### src/design/ptp_pkg.sv
// Shared types and constants of the polyline point thinning block.
`default_nettype none

package ptp_pkg;

  localparam int unsigned PIXEL_FRAC_BITS = 8;
  localparam int unsigned QUEUE_DEPTH     = 2;
  localparam int unsigned CFG_IDX_W       = 3;

  // register reset values
  localparam logic signed [31:0] RST_ORIGIN_LON  = 32'sd49612600;
  localparam logic signed [30:0] RST_TOP_LAT     = 31'sd556733600;
  localparam logic        [31:0] RST_LON_SCALE   = 32'd10943195;
  localparam logic        [31:0] RST_LAT_SCALE   = 32'd17131727;
  localparam logic        [31:0] RST_MIN_DIST_SQ = 32'd53084;

  typedef enum logic [CFG_IDX_W-1:0] {
    REG_ORIGIN_LON  = 3'd0,
    REG_TOP_LAT     = 3'd1,
    REG_LON_SCALE   = 3'd2,
    REG_LAT_SCALE   = 3'd3,
    REG_MIN_DIST_SQ = 3'd4
  } cfg_reg_e;

  typedef enum logic {
    CMD_POINT = 1'b0,
    CMD_FLUSH = 1'b1
  } cmd_e;

  // projection settings seen by the front end
  typedef struct packed {
    logic signed [31:0] origin_lon;
    logic signed [30:0] top_lat;
    logic        [31:0] lon_scale;
    logic        [31:0] lat_scale;
  } proj_cfg_t;

  // one classified command in the queue
  typedef struct packed {
    cmd_e               cmd;
    logic signed [31:0] x;
    logic signed [31:0] y;
  } pt_entry_t;

endpackage

`default_nettype wire

### src/design/ptp_back.sv
// Back end: distance test against the last painted point, hold and flush, result register.
`default_nettype none

module ptp_back (
  input  logic               clk_i,
  input  logic               rst_ni,
  input  logic [31:0]        min_dist_sq_i,
  input  logic               empty_i,
  input  ptp_pkg::pt_entry_t head_i,
  output logic               pop_o,
  output logic               out_valid_o,
  input  logic               out_ready_i,
  output logic signed [31:0] out_x_o,
  output logic signed [31:0] out_y_o,
  output logic               out_starts_o,
  output logic               out_flush_o
);
  import ptp_pkg::*;

  typedef enum logic [1:0] {
    B_FETCH,
    B_SQUARE,
    B_DECIDE
  } state_e;

  state_e             state_q;
  pt_entry_t          cur_q;
  logic [16:0]        ax_q, ay_q;
  logic               big_q;
  logic [33:0]        sqx_q, sqy_q;
  logic signed [31:0] painted_x_q, painted_y_q, held_x_q, held_y_q;
  logic               painted_valid_q, held_pending_q;
  logic               out_valid_q, out_starts_q, out_flush_q;
  logic signed [31:0] out_x_q, out_y_q;

  logic [32:0] dx, dy, adx, ady;
  logic        big, far, slot_free, emit;

  assign pop_o        = (state_q == B_FETCH) && !empty_i;
  assign out_valid_o  = out_valid_q;
  assign out_x_o      = out_x_q;
  assign out_y_o      = out_y_q;
  assign out_starts_o = out_starts_q;
  assign out_flush_o  = out_flush_q;

  // offsets to the last painted point, taken at the queue head
  always_comb begin
    dx  = {head_i.x[31], head_i.x} - {painted_x_q[31], painted_x_q};
    dy  = {head_i.y[31], head_i.y} - {painted_y_q[31], painted_y_q};
    adx = dx[32] ? (33'd0 - dx) : dx;
    ady = dy[32] ? (33'd0 - dy) : dy;
    big = (adx[32:17] != '0) || (ady[32:17] != '0);
  end

  assign far       = big_q || (({1'b0, sqx_q} + {1'b0, sqy_q}) >= {3'd0, min_dist_sq_i});
  assign slot_free = !out_valid_q || out_ready_i;

  // a result leaves the decide step once the result register is free
  assign emit = (state_q == B_DECIDE) && slot_free &&
                ((cur_q.cmd == CMD_FLUSH) ? held_pending_q : (!painted_valid_q || far));

  // sequencer, point state and result register
  always_ff @(posedge clk_i or negedge rst_ni) begin
    if (!rst_ni) begin
      state_q         <= B_FETCH;
      cur_q           <= '0;
      ax_q            <= '0;
      ay_q            <= '0;
      big_q           <= 1'b0;
      sqx_q           <= '0;
      sqy_q           <= '0;
      painted_x_q     <= '0;
      painted_y_q     <= '0;
      painted_valid_q <= 1'b0;
      held_x_q        <= '0;
      held_y_q        <= '0;
      held_pending_q  <= 1'b0;
      out_valid_q     <= 1'b0;
      out_x_q         <= '0;
      out_y_q         <= '0;
      out_starts_q    <= 1'b0;
      out_flush_q     <= 1'b0;
    end else begin
      out_valid_q <= emit || (out_valid_q && !out_ready_i);

      case (state_q)
        B_FETCH: begin
          if (!empty_i) begin
            cur_q   <= head_i;
            ax_q    <= adx[16:0];
            ay_q    <= ady[16:0];
            big_q   <= big;
            state_q <= B_SQUARE;
          end
        end

        B_SQUARE: begin
          sqx_q   <= 34'(ax_q) * 34'(ax_q);
          sqy_q   <= 34'(ay_q) * 34'(ay_q);
          state_q <= B_DECIDE;
        end

        B_DECIDE: begin
          if (cur_q.cmd == CMD_FLUSH) begin
            // end of ring: paint the held point if any, then restart
            if (!held_pending_q) begin
              painted_valid_q <= 1'b0;
              state_q         <= B_FETCH;
            end else if (slot_free) begin
              out_x_q         <= held_x_q;
              out_y_q         <= held_y_q;
              out_starts_q    <= !painted_valid_q;
              out_flush_q     <= 1'b1;
              painted_x_q     <= held_x_q;
              painted_y_q     <= held_y_q;
              painted_valid_q <= 1'b0;
              held_pending_q  <= 1'b0;
              state_q         <= B_FETCH;
            end
          end else if (!painted_valid_q || far) begin
            // paint this point once the result register is free
            if (slot_free) begin
              out_x_q         <= cur_q.x;
              out_y_q         <= cur_q.y;
              out_starts_q    <= !painted_valid_q;
              out_flush_q     <= 1'b0;
              painted_x_q     <= cur_q.x;
              painted_y_q     <= cur_q.y;
              painted_valid_q <= 1'b1;
              held_x_q        <= cur_q.x;
              held_y_q        <= cur_q.y;
              held_pending_q  <= 1'b0;
              state_q         <= B_FETCH;
            end
          end else begin
            // too close: keep it for a later flush
            held_x_q       <= cur_q.x;
            held_y_q       <= cur_q.y;
            held_pending_q <= 1'b1;
            state_q        <= B_FETCH;
          end
        end

        default: state_q <= B_FETCH;
      endcase
    end
  end

endmodule

`default_nettype wire

### config.mk
export PLATFORM = sky130hd
export DESIGN_NAME = ptp_back
export DESIGN_NICKNAME = d
export VERILOG_FILES = /design/src/design/ptp_pkg.sv /design/src/design/ptp_back.sv
export SDC_FILE = /design/constraint.sdc
export NUM_CORES = 2
export LEC_CHECK = 0
export ABC_AREA = 1
export ABC_CLOCK_PERIOD_IN_PS = 8830
export BUFFER_PORTS_ARGS = -buffer_cell sky130_fd_sc_hd__buf_4
export CORE_ASPECT_RATIO = 1.2
export CORE_UTILIZATION = 60
export DETAILED_ROUTE_END_ITERATION = 7
export PLACE_DENSITY = 0.78
export SLEW_MARGIN = 30
export SYNTH_ARGS = -nofsm -noshare
export SYNTH_HDL_FRONTEND = slang
export SYNTH_SLANG_ARGS = --single-unit
export TNS_END_PERCENT = 30
### constraint.sdc
create_clock -name clk_i -period 8.83 [get_ports clk_i]
set_input_delay 0 -clock clk_i [delete_from_list [all_inputs] [get_ports clk_i]]
set_output_delay 0 -clock clk_i [all_outputs]
set_load 0.05 [all_outputs]
==> out/results.ini <==
[global_route]
antenna_found_initial=4
grt_pass1_wl_um=166000
grt_pass1_vias=34502
groute.usage.overall_pct=31.4
grt_start_max_net_pins=123
grt-ovfl-total=0

[critical_path]
critical_path.cell_chain=nand2_1 > fa_1 > fa_1 > inv_1 > ha_1 > fa_1 > inv_1 > fa_1 > fa_1 > inv_1 > ha_1 > nand2_1 > o21ai_0 > inv_1 > o21ai_0 > nand4_1 > o211ai_1 > a21boi_0 > o21ai_0 > xnor2_1 > o21ai_0
worstPathRequired_ns=9.22
r2r-start=ax_q[5]
worstSetupEndpoint=sqx_q[24]
r2r_setup_slack_ns=2.53
reg2reg_depth=21
crit_type=flop to flop
crit_family=adder cells
cp.depth=21
r2r_end=sqx_q[24]
critPathLaunchType=flop
crit_path_end_kind=flop
crit_path_start=ax_q[5]
slowest_stage=dfrtp_1
path_buf_inv=4
crit_fanout=19
slowest_delay_ns=0.82
arrival_ns=6.69
crit_top_cell=fa_1

[floorplanning]
pin_count=169
rows=101
fp.dieW_um=235
die_h_um=281
dieArea_sq_um=65900
initial_core_util_pct=61.1
design.core.area_sq_um=63700

[placed_design]
port-buffer-count=168
hpwl_um=78100
place_congestion=0.946

[yosys]
synth.most_common_cell=nand2_1
synth_area_leaders=fa_1 20%, dfrtp_1 19%, nand2_1 16%, inv_1 11%, ha_1 11%
synthArstFlopShare_pct=100
synth.top_cell.area_share_pct=19.9
synth_top_family_by_area=adder cells
synthDistinctLibCells=59
dominantRegCellSynth=dfrtp_1
syn_nets=6294
synth_compound_area_share_pct=6.41
synth_cells=5462
ys_ff_latch=301
muxShareOfSynthArea_pct=1.65
synth_edf_count=0
synth_area_sq_um=38900
synth-simple-area-share_pct=26.1
synthXorXnorAreaFrac_pct=2.14
synthTopCellsByCount=1699 x nand2_1, 1186 x inv_1, 386 x fa_1
ys_seq_area_share_pct=19.4
synthAdderAreaFrac_pct=30.9
avgSynthCellArea_sq_um=7.13
yosys.area.top_type=fa_1
yosysWarnings=0

[run_status]
outcome=complete, no violations

[hold_path]
hold_path_class=input port to asynchronous set/reset pin

[sta]
finClkSkew_ns=0.0347
maxSlewHeadroom_pct=34.8
timing.fmax_ghz=0.159
rsz0062_at_grt=false
final-setup-viol-count=0
tightestPinTransition_ns=0.978
min_period_ns=6.30
holdWs_ns=0.0119
hold_violations=0
finalSetupTns_ns=0
period_share_pct=71.3
slew_violations=0

[route]
final_antenna_net_count=0
drt_iter0_drc=2164
drcViolationCount=0
drt-pass1-iter-count=8
wl_per_cell_um=15.5
vias_per_cell=5.32
wl_um=99700
num_vias=34255

[clock_tree]
worstSkewPairLatency_ns=0.57
ctsResizeCount=0
clk_path_buf_depth=3
cts_setup_buffers=0
cts.sinks=301
cts_tree=done
clk_pin_slew_ns=0.06
cts_buffers=35
htreeDepth=2
root_buffer=clkbuf_16

[final_layout]
nets=6422
area_delta_synth_final_pct=9.28
drive_above_1_share_pct=6.45

[flow_run]
cap_viol_max_count=0

-- flip-flops by register name, summed over array words and instances (netlist names) --
name	flops
ax_q	17
ay_q	17
big_q	1
cur_q	65
held_pending_q	1
held_x_q	32
held_y_q	32
out_flush_o	1
out_starts_o	1
out_valid_o	1
out_x_o	32
out_y_o	32
painted_valid_q	1
sqx_q	33
sqy_q	33
state_q	2
-- metrics by stage --
| stage | cells | utilization [%] | setup WS (ns) | instance area [sq um] |
|---|---|---|---|---|
| final | 6440 | 66.8 | 2.53 | 42500 |
| after global routing | 6440 | 66.8 | 1.96 | 42500 |
| after CTS | 6438 | 66.7 | 2.56 | 42500 |
| after detailed placement | 6308 | 63.8 | 2.61 | 40600 |
| after global placement | 6308 | 63.8 | 2.73 | 40600 |
| after floorplan | 5462 | - | 2.93 | 38900 |
-- layer usage --
layer	vias up	wire, um	GRT usage [%]
met3	215	5960	4.52
met5	-	30	0
met4	6	3670	11.4
met2	1046	50000	55.8
li1	16788	-	-
met1	16200	40100	38.4
-- how the worst min path moves through the flow --
stage	start	to	slack, ns	depth (start not counted)
2_1_floorplan	rst_ni	ax_q[0]	-0.30	0
6_report	rst_ni	held_y_q[12]	0.01	2
3_5_place_dp	rst_ni	held_y_q[12]	0.05	1
3_3_place_gp	rst_ni	held_y_q[12]	0.06	1
5_1_grt	rst_ni	cur_q[15]	0.07	2
4_1_cts	rst_ni	held_y_q[12]	0.04	2
-- cell type report --
cell class | instances | area [sq um]
multi-input cells | 3800 | 26200
well taps | 824 | 1030
clock buffers | 44 | 971
repair buffers | 248 | 2070
inverters | 1204 | 4520
diodes | 1 | 2.50
clock inverters | 18 | 203
fillers | 5646 | 21200
flip-flops and latches | 301 | 7540
-- cell usage in the layout (no fill, tap or decap), drive strengths merged, types with 6 or more instances in the layout --
cell,instances
o21a,8
nand2,1734
nor3,21
nand3,275
a21boi,9
dlygate4sd3,68
or2,34
a31oi,25
clkinv,11
clkinvlp,6
a21o,9
a21oi,169
ha,345
a221oi,6
xnor2,34
xor2,61
buf,180
nand4,53
nand3b,19
mux2i,64
nor2,311
fa,386
o21bai,7
inv,1202
dfrtp,301
o21ai,196
clkbuf,44
-- cells by family (layout without fill, tap and decap cells) --
family,after synthesis,after routing
buf+inv,1361,1514
other cells,0,1
simple gates,2459,2459
compound gates,451,451
flops,301,301
fa+ha+maj,731,731
mux,64,64
xor+xnor,95,95
-- what timing repair did --
item | in CTS | in global routing
hold endpoints to repair | 166 | 0
hold buffers | 68 | 0
endpoints found under the setup margin | 0 | 0
-- worst register-to-register path: stages, from the launching register on --
cell and delay (ns):
dfrtp_1 0.82, nand2_1 0.27, fa_1 0.50, fa_1 0.51
inv_1 0.04, ha_1 0.18, fa_1 0.47, inv_1 0.05
fa_1 0.48, fa_1 0.52, inv_1 0.05, ha_1 0.33
nand2_1 0.06, o21ai_0 0.28, inv_1 0.07, o21ai_0 0.37
nand4_1 0.16, o211ai_1 0.24, a21boi_0 0.25, o21ai_0 0.24
xnor2_1 0.16, o21ai_0 0.09
Power is left out: the tool's default activity adds up to more than one toggle a clock period on the data nets, which glitch-free logic cannot reach.
