===== src/design/ptp_pkg.sv =====
// Shared types and constants of the polyline point thinning block.
`default_nettype none

package ptp_pkg;

  localparam int unsigned PIXEL_FRAC_BITS = 8;
  localparam int unsigned QUEUE_DEPTH     = 2;
  localparam int unsigned CFG_IDX_W       = 3;

  // register reset values
  localparam logic signed [31:0] RST_ORIGIN_LON  = 32'sd49612600;
  localparam logic signed [30:0] RST_TOP_LAT     = 31'sd556733600;
  localparam logic        [31:0] RST_LON_SCALE   = 32'd10943195;
  localparam logic        [31:0] RST_LAT_SCALE   = 32'd17131727;
  localparam logic        [31:0] RST_MIN_DIST_SQ = 32'd53084;

  typedef enum logic [CFG_IDX_W-1:0] {
    REG_ORIGIN_LON  = 3'd0,
    REG_TOP_LAT     = 3'd1,
    REG_LON_SCALE   = 3'd2,
    REG_LAT_SCALE   = 3'd3,
    REG_MIN_DIST_SQ = 3'd4
  } cfg_reg_e;

  typedef enum logic {
    CMD_POINT = 1'b0,
    CMD_FLUSH = 1'b1
  } cmd_e;

  // projection settings seen by the front end
  typedef struct packed {
    logic signed [31:0] origin_lon;
    logic signed [30:0] top_lat;
    logic        [31:0] lon_scale;
    logic        [31:0] lat_scale;
  } proj_cfg_t;

  // one classified command in the queue
  typedef struct packed {
    cmd_e               cmd;
    logic signed [31:0] x;
    logic signed [31:0] y;
  } pt_entry_t;

endpackage

`default_nettype wire


===== src/design/ptp_queue.sv =====
// Short register queue between the front end and the back end.
`default_nettype none

module ptp_queue #(
  parameter int unsigned DEPTH = ptp_pkg::QUEUE_DEPTH
) (
  input  logic               clk_i,
  input  logic               rst_ni,
  input  logic               push_i,
  input  ptp_pkg::pt_entry_t push_data_i,
  output logic               full_o,
  input  logic               pop_i,
  output ptp_pkg::pt_entry_t head_o,
  output logic               empty_o
);
  import ptp_pkg::*;

  localparam int unsigned PTR_W = (DEPTH > 1) ? $clog2(DEPTH) : 1;
  localparam int unsigned CNT_W = $clog2(DEPTH + 1);

  pt_entry_t          mem_q [DEPTH];
  logic [PTR_W-1:0]   wr_ptr_q, rd_ptr_q;
  logic [CNT_W-1:0]   count_q;
  logic               do_push, do_pop;

  assign full_o  = (count_q == CNT_W'(DEPTH));
  assign empty_o = (count_q == '0);
  assign head_o  = mem_q[rd_ptr_q];
  assign do_push = push_i && !full_o;
  assign do_pop  = pop_i && !empty_o;

  // pointers and fill count
  always_ff @(posedge clk_i or negedge rst_ni) begin
    if (!rst_ni) begin
      wr_ptr_q <= '0;
      rd_ptr_q <= '0;
      count_q  <= '0;
    end else begin
      if (do_push) wr_ptr_q <= (wr_ptr_q == PTR_W'(DEPTH - 1)) ? '0 : wr_ptr_q + 1'b1;
      if (do_pop)  rd_ptr_q <= (rd_ptr_q == PTR_W'(DEPTH - 1)) ? '0 : rd_ptr_q + 1'b1;
      if (do_push && !do_pop)      count_q <= count_q + 1'b1;
      else if (!do_push && do_pop) count_q <= count_q - 1'b1;
    end
  end

  // entry storage
  always_ff @(posedge clk_i) begin
    if (do_push) mem_q[wr_ptr_q] <= push_data_i;
  end

endmodule

`default_nettype wire


===== config.mk =====
export PLATFORM = sky130hd
export DESIGN_NAME = ptp_queue
export DESIGN_NICKNAME = d
export VERILOG_FILES = /design/src/design/ptp_pkg.sv /design/src/design/ptp_queue.sv
export SDC_FILE = /design/constraint.sdc
export NUM_CORES = 1
export LEC_CHECK = 0
export ABC_AREA = 1
export BUFFER_PORTS_ARGS = -buffer_cell sky130_fd_sc_hd__buf_2
export CAP_MARGIN = 15
export CELL_PAD_IN_SITES_DETAIL_PLACEMENT = 0
export CELL_PAD_IN_SITES_GLOBAL_PLACEMENT = 2
export CORE_UTILIZATION = 31
export DETAILED_ROUTE_END_ITERATION = 8
export PLACE_DENSITY_LB_ADDON = 0.1
export SYNTH_ARGS = -nofsm -noshare
export SYNTH_HDL_FRONTEND = slang
export SYNTH_SLANG_ARGS = --single-unit

===== constraint.sdc =====
create_clock -name clk_i -period 3.7 [get_ports clk_i]
set_input_delay 0.74 -clock clk_i [delete_from_list [all_inputs] [get_ports clk_i]]
set_output_delay 0.74 -clock clk_i [all_outputs]
set_load 0.02 [all_outputs]

==> results.yml, run 1 <==
cts:
  post-cts-setup-buffers: 0
  clock_sinks: 134
  cts_tree: "built"
  cts_inserted_buffers: 17
  h-tree-depth: 4
  clock_latency_ns: 0.41
  holdBufCountCts: 0
  clk_path_buf_depth: 2
  postCtsResizedCells: 0
  path_clk_slew_ns: 0.05
  clockRootBuffer: "clkbuf_16"
sta:
  fin_tns_setup_ns: 0
  slew_headroom: 0.488
  fin_crit_ns: 2.73
  fmax_ghz: 0.367
  drv_slew: 0
  rsz0062_at_grt: "no"
  fin_skew_ns: 0.00502
  hold_viol: 0
  setup_ws_ns: 0.973
  hold_slack_ns: 0.131
  period_share: 0.737
  report.final.setup_viol: 0
  worstMarginPinSlew_ns: 0.768
global_routing:
  grt_max_degree: 67
  grt_pass1_vias: 2901
  grt_pass1_wl_um: 15500
  track_usage: 0.132
  antenna_found_initial: 1
  overflow: 0
power:
  power_frac_comb: 0.343
  pwr-share-clk: 0.264
  pwr-share-seq: 0.393
  total_switching_power_mw: 1.99
  leakage_nw: 2.75
  total_power_mw: 5.47
  sw_frac_of_total: 0.364
  p_int_mw: 3.48
  power_density_nw_per_um2: 859
  ir_worst_vdd_uv: 384
critical_path:
  crit_arrival_ns: 1.99
  r2r_cells: 4
  crit_fanout: 34
  required_ns: 2.96
  endpoint_kind: "output pin"
  reg2reg_to: "mem_q[1][12]"
  crit_chain: "inv_2, buf_4, nand2_1, nand2_1, buf_2"
  path_delay_family: "buffers and inverters"
  r2r_start: "count_q[1]"
  cp_num_buf_inv: 3
  crit_slowest_cell: "inv_2"
  crit_top_cell: "nand2_1"
  r2r_slack_ns: 1.75
  start_kind: "flip-flop"
  critPathMaxStageDelay_ns: 0.47
  crit_type: "reg -> out"
drt:
  ant_nets: 0
  drtIter0Drc: 126
  totalWireLength_um: 10300
  viasPerCell: 4.15
  routedWlPerCell_um: 13.9
  first_pass_iters: 4
  vias: 3063
  route.detailed.drc: 0
placement:
  placed_cells: 709
  dpl.hpwl_um: 6360
  dpl_cell_area_um2: 5870
  place_ws_ns: 1.35
  gp_congestion: 0.666
  portBuffers: 135
die:
  die_area_um2: 16500
  fp.dieH_um: 128
  pin_count: 136
  rows: 45
  core_area_um2: 15400
  die_w_um: 128
  initial_core_util: 0.322
final_layout:
  final_core_util: 0.414
  fin_cells: 738
  nets: 587
  area_growth_syn_to_layout_pct: 28.8
  drive_gt1_frac: 0.317
  final_cell_area_um2: 6370
logic_synthesis:
  synth_area_um2: 4950
  synth.distinct_cells: 14
  syn_area_per_cell_um2: 13.3
  yosysSeqAreaShare: 0.809
  yosys_warnings: 0
  syn_inst: 371
  yosys_register_bits: 134
  synth_nets: 441
outcome:
  status: "finished, final reports clean"
worst_hold_path:
  hold_path.class: "in -> async"
run:
  maxCapViolCount: 0
[how the worst max path moves through the flow]
stage / start / to / slack (ns) / cells past startpoint
final: rd_ptr_q / head_o[0] / 0.97 / 5
after global routing: rd_ptr_q / head_o[0] / 0.83 / 5
after CTS: rd_ptr_q / head_o[0] / 0.90 / 5
after detailed placement: rd_ptr_q / head_o[0] / 1.35 / 5
after global placement: rd_ptr_q / head_o[50] / 1.37 / 5
after floorplan: push_i / mem_q[1][0] / 0.72 / 2
[sequential cells by signal (all words and copies together), names as in the netlist]
register,flops
count_q,2
mem_q,130
rd_ptr_q,1
wr_ptr_q,1
[routing by layer]
metal	vias to the layer above	part of all wire	global-route usage
met5	-	0	0
met4	0	0.017	0.0685
met3	14	0.077	0.0541
met2	93	0.47	0.202
met1	1421	0.44	0.160
li1	1535	-	-
[kinds of logic (layout without fill, tap and decap cells)]
family / count (synthesis) / after routing / share of synthesized area
and+or+nand+nor: 211 / 211 / 0.162
DFF: 134 / 134 / 0.809
buffers and inverters: 22 / 177 / 0.0228
AOI/OAI and AO/OA: 2 / 2 / 0.00202
adders and majority gates: 1 / 1 / 0.00253
xor gates and xnor gates: 1 / 1 / 0.00177
other: 0 / 1 / 0
[synth_stat cells]
master,instances,area (µm²)
xnor2_1,1,8.76
nor2_1,4,15.0
inv_2,1,3.75
o21ai_0,2,10.0
nand3_1,1,5.00
ha_1,1,12.5
nand3b_1,1,7.51
inv_1,7,26.3
nand4_1,1,6.26
buf_4,5,37.5
edfxtp_1,130,3900
dfrtp_1,4,100
buf_2,9,45.0
nand2_1,204,766
[cells in the final DEF, fill, tap and decap left out, types with 2 or more instances in the layout]
| master | instances |
|---|---|
| clkinv_2 | 4 |
| nor2_1 | 3 |
| inv_1 | 6 |
| dfrtp_1 | 3 |
| o21ai_0 | 2 |
| buf_2 | 135 |
| buf_4 | 5 |
| clkbuf_16 | 17 |
| clkbuf_1 | 2 |
| clkinv_1 | 4 |
| nand2_1 | 204 |
| inv_2 | 2 |
| edfxtp_1 | 130 |
[layout make-up]
| cell class | count | area [µm²] |
|---|---|---|
| timing repair buffer | 141 | 733 |
| sequential | 134 | 4010 |
| multi-input combinational | 215 | 838 |
| inverter | 8 | 30.0 |
| fill | 1474 | 9000 |
| antenna | 1 | 2.50 |
| clock inverter | 9 | 65.1 |
| clock buffer | 19 | 433 |
| tap | 211 | 264 |
[power by group through the flow]
stage | combinational (mW) | clock [mW] | sequential [mW]
6_report | 1.88 | 1.44 | 2.15
5_1_grt | 2.09 | 1.55 | 2.18
4_1_cts | 1.94 | 1.48 | 2.15
3_5_place_dp | 1.94 | 0 | 2.18
3_3_place_gp | 1.93 | 0 | 2.18
2_1_floorplan | 1.24 | 0 | 2.19
Note: power is estimated with default switching activity, not from simulation.
==> run 2: changes to the inputs <==
- clock period: 3.7 -> 2.19 ns (I/O delays scaled with it)
==> results.yml, run 2 (synthesis gave the netlist of run 1 again) <==
critical_path:
  r2r_slack_ns: 0.56
  crit_arrival_ns: 1.54
  required_ns: 1.75
  r2r_cells: 3
  crit_cells: 5
  cp_num_buf_inv: 3
  crit_type: "reg -> out"
  path_delay_family: "buffers and inverters"
  start_kind: "flip-flop"
  crit_end: "head_o[26]"
  crit_slowest_cell: "dfrtp_2"
  crit_fanout: 31
  crit_top_cell: "nand2_1"
  crit_start: "rd_ptr_q"
  r2r_start: "count_q[0]"
  reg2reg_to: "mem_q[1][31]"
  critPathMaxStageDelay_ns: 0.42
  crit_chain: "inv_2, buf_6, nand2_1, nand2_1, buf_2"
  endpoint_kind: "output pin"
sta:
  hold_viol: 0
  rsz0062_at_grt: "no"
  fin_skew_ns: 0.00603
  slew_headroom: 0.720
  drv_slew: 0
  report.final.setup_viol: 0
  fin_crit_ns: 1.98
  setup_ws_ns: 0.213
  fmax_ghz: 0.506
  worstMarginPinSlew_ns: 0.415
  fin_tns_setup_ns: 0
  period_share: 0.903
final_layout:
  fin_cells: 740
  multi_input_area_um2: 846
  nFillCells: 1478
  nets: 590
  antenna_cells: 0
  drive_gt1_frac: 0.321
  regMostFlops: "mem_q"
  area_growth_syn_to_layout_pct: 31.1
  mostFrequentLayoutCells: "nand2_1, buf_2, edfxtp_1"
  regArea_um2: 4010
  mostFrequentLayoutCell: "nand2_1"
  top_regs: "mem_q x130, count_q x2"
  largest_reg_flops: 130
  final_core_util: 0.422
drt:
  route.detailed.drc: 0
  vias: 3081
  drtIter0Drc: 154
  viasPerCell: 4.16
  first_pass_iters: 4
  ant_nets: 0
  routedWlPerCell_um: 13.8
  totalWireLength_um: 10200
placement:
  gp_congestion: 0.718
  place_ws_ns: 0.520
  placed_cells: 711
  dpl.hpwl_um: 6320
  portBuffers: 135
power:
  power_density_nw_per_um2: 1460
  leakage_nw: 2.78
  total_power_mw: 9.49
  ir_worst_vdd_uv: 563
run:
  maxCapViolCount: 0
cts:
  clockRootBuffer: "clkbuf_16"
  clock_latency_ns: 0.41
  h-tree-depth: 4
  clock_sinks: 134
  cts_inserted_buffers: 17
  post-cts-setup-buffers: 0
  path_clk_slew_ns: 0.06
  cts_tree: "built"
  clk_path_buf_depth: 2
global_routing:
  grt_pass1_wl_um: 15900
  antenna_found_initial: 1
  overflow: 0
  grt_pass1_vias: 3050
  track_usage: 0.134
  grt_max_degree: 67
die:
  pin_count: 136
  die_area_um2: 16500
  core_area_um2: 15400
  die_w_um: 128
  rows: 45
  initial_core_util: 0.322
  fp.dieH_um: 128
outcome:
  status: "finished, final reports clean"
worst_hold_path:
  hold_path.class: "in -> reg"
run 2: cell type report:
cell class,count,share of cell area
timing repair buffer,144,0.125
tap,211,0.0407
sequential,134,0.618
clock inverter,8,0.0133
multi-input combinational,215,0.130
inverter,8,0.00521
clock buffer,20,0.0673
run 2: per-stage QoR:
| step | hold slack [ns] | instance area (µm²) |
|---|---|---|
| 6_report | 0.216 | 6480 |
| 5_1_grt | 0.198 | 6480 |
| 3_3_place_gp | 0.249 | 5950 |
| 2_1_floorplan | 0.142 | 4970 |
| 3_5_place_dp | 0.249 | 5950 |
| 4_1_cts | 0.196 | 6480 |
run 2: worst min-delay path by stage:
stage	start	end	slack [ns]	depth (start not counted)
after floorplan	rst_ni	count_q[0]	0.14	0
after global placement	rst_ni	count_q[1]	0.25	1
after detailed placement	rst_ni	count_q[1]	0.25	1
after CTS	push_data_i[47]	mem_q[0][47]	0.20	1
after global routing	push_data_i[32]	mem_q[0][32]	0.20	1
final	push_data_i[24]	mem_q[0][24]	0.22	1
run 2: layer usage:
metal	vias to the layer above	part of all wire	track usage
li1	1543	-	-
met1	1428	0.44	0.161
met2	98	0.47	0.211
met3	12	0.078	0.0536
met4	0	0.017	0.0623
met5	-	0	0
run 2: worst reg2reg max path: stages, from the launching register on:
cell and delay [ns]:
dfrtp_1 0.49, o21ai_0 0.23, nor2_4 0.35, buf_4 0.27
run 2: what timing repair did:
item | CTS | global route
setup endpoints to repair | 0 | 2
hold buffers | 1 | 0
resized for setup | 0 | 1
hold endpoints to repair | 4 | 0
run 2: power by group:
group	internal, mW	switching (mW)	total (mW)
Sequential	3.50	0.147	3.64
Clock	1.63	0.934	2.56
Combinational	0.978	2.30	3.28
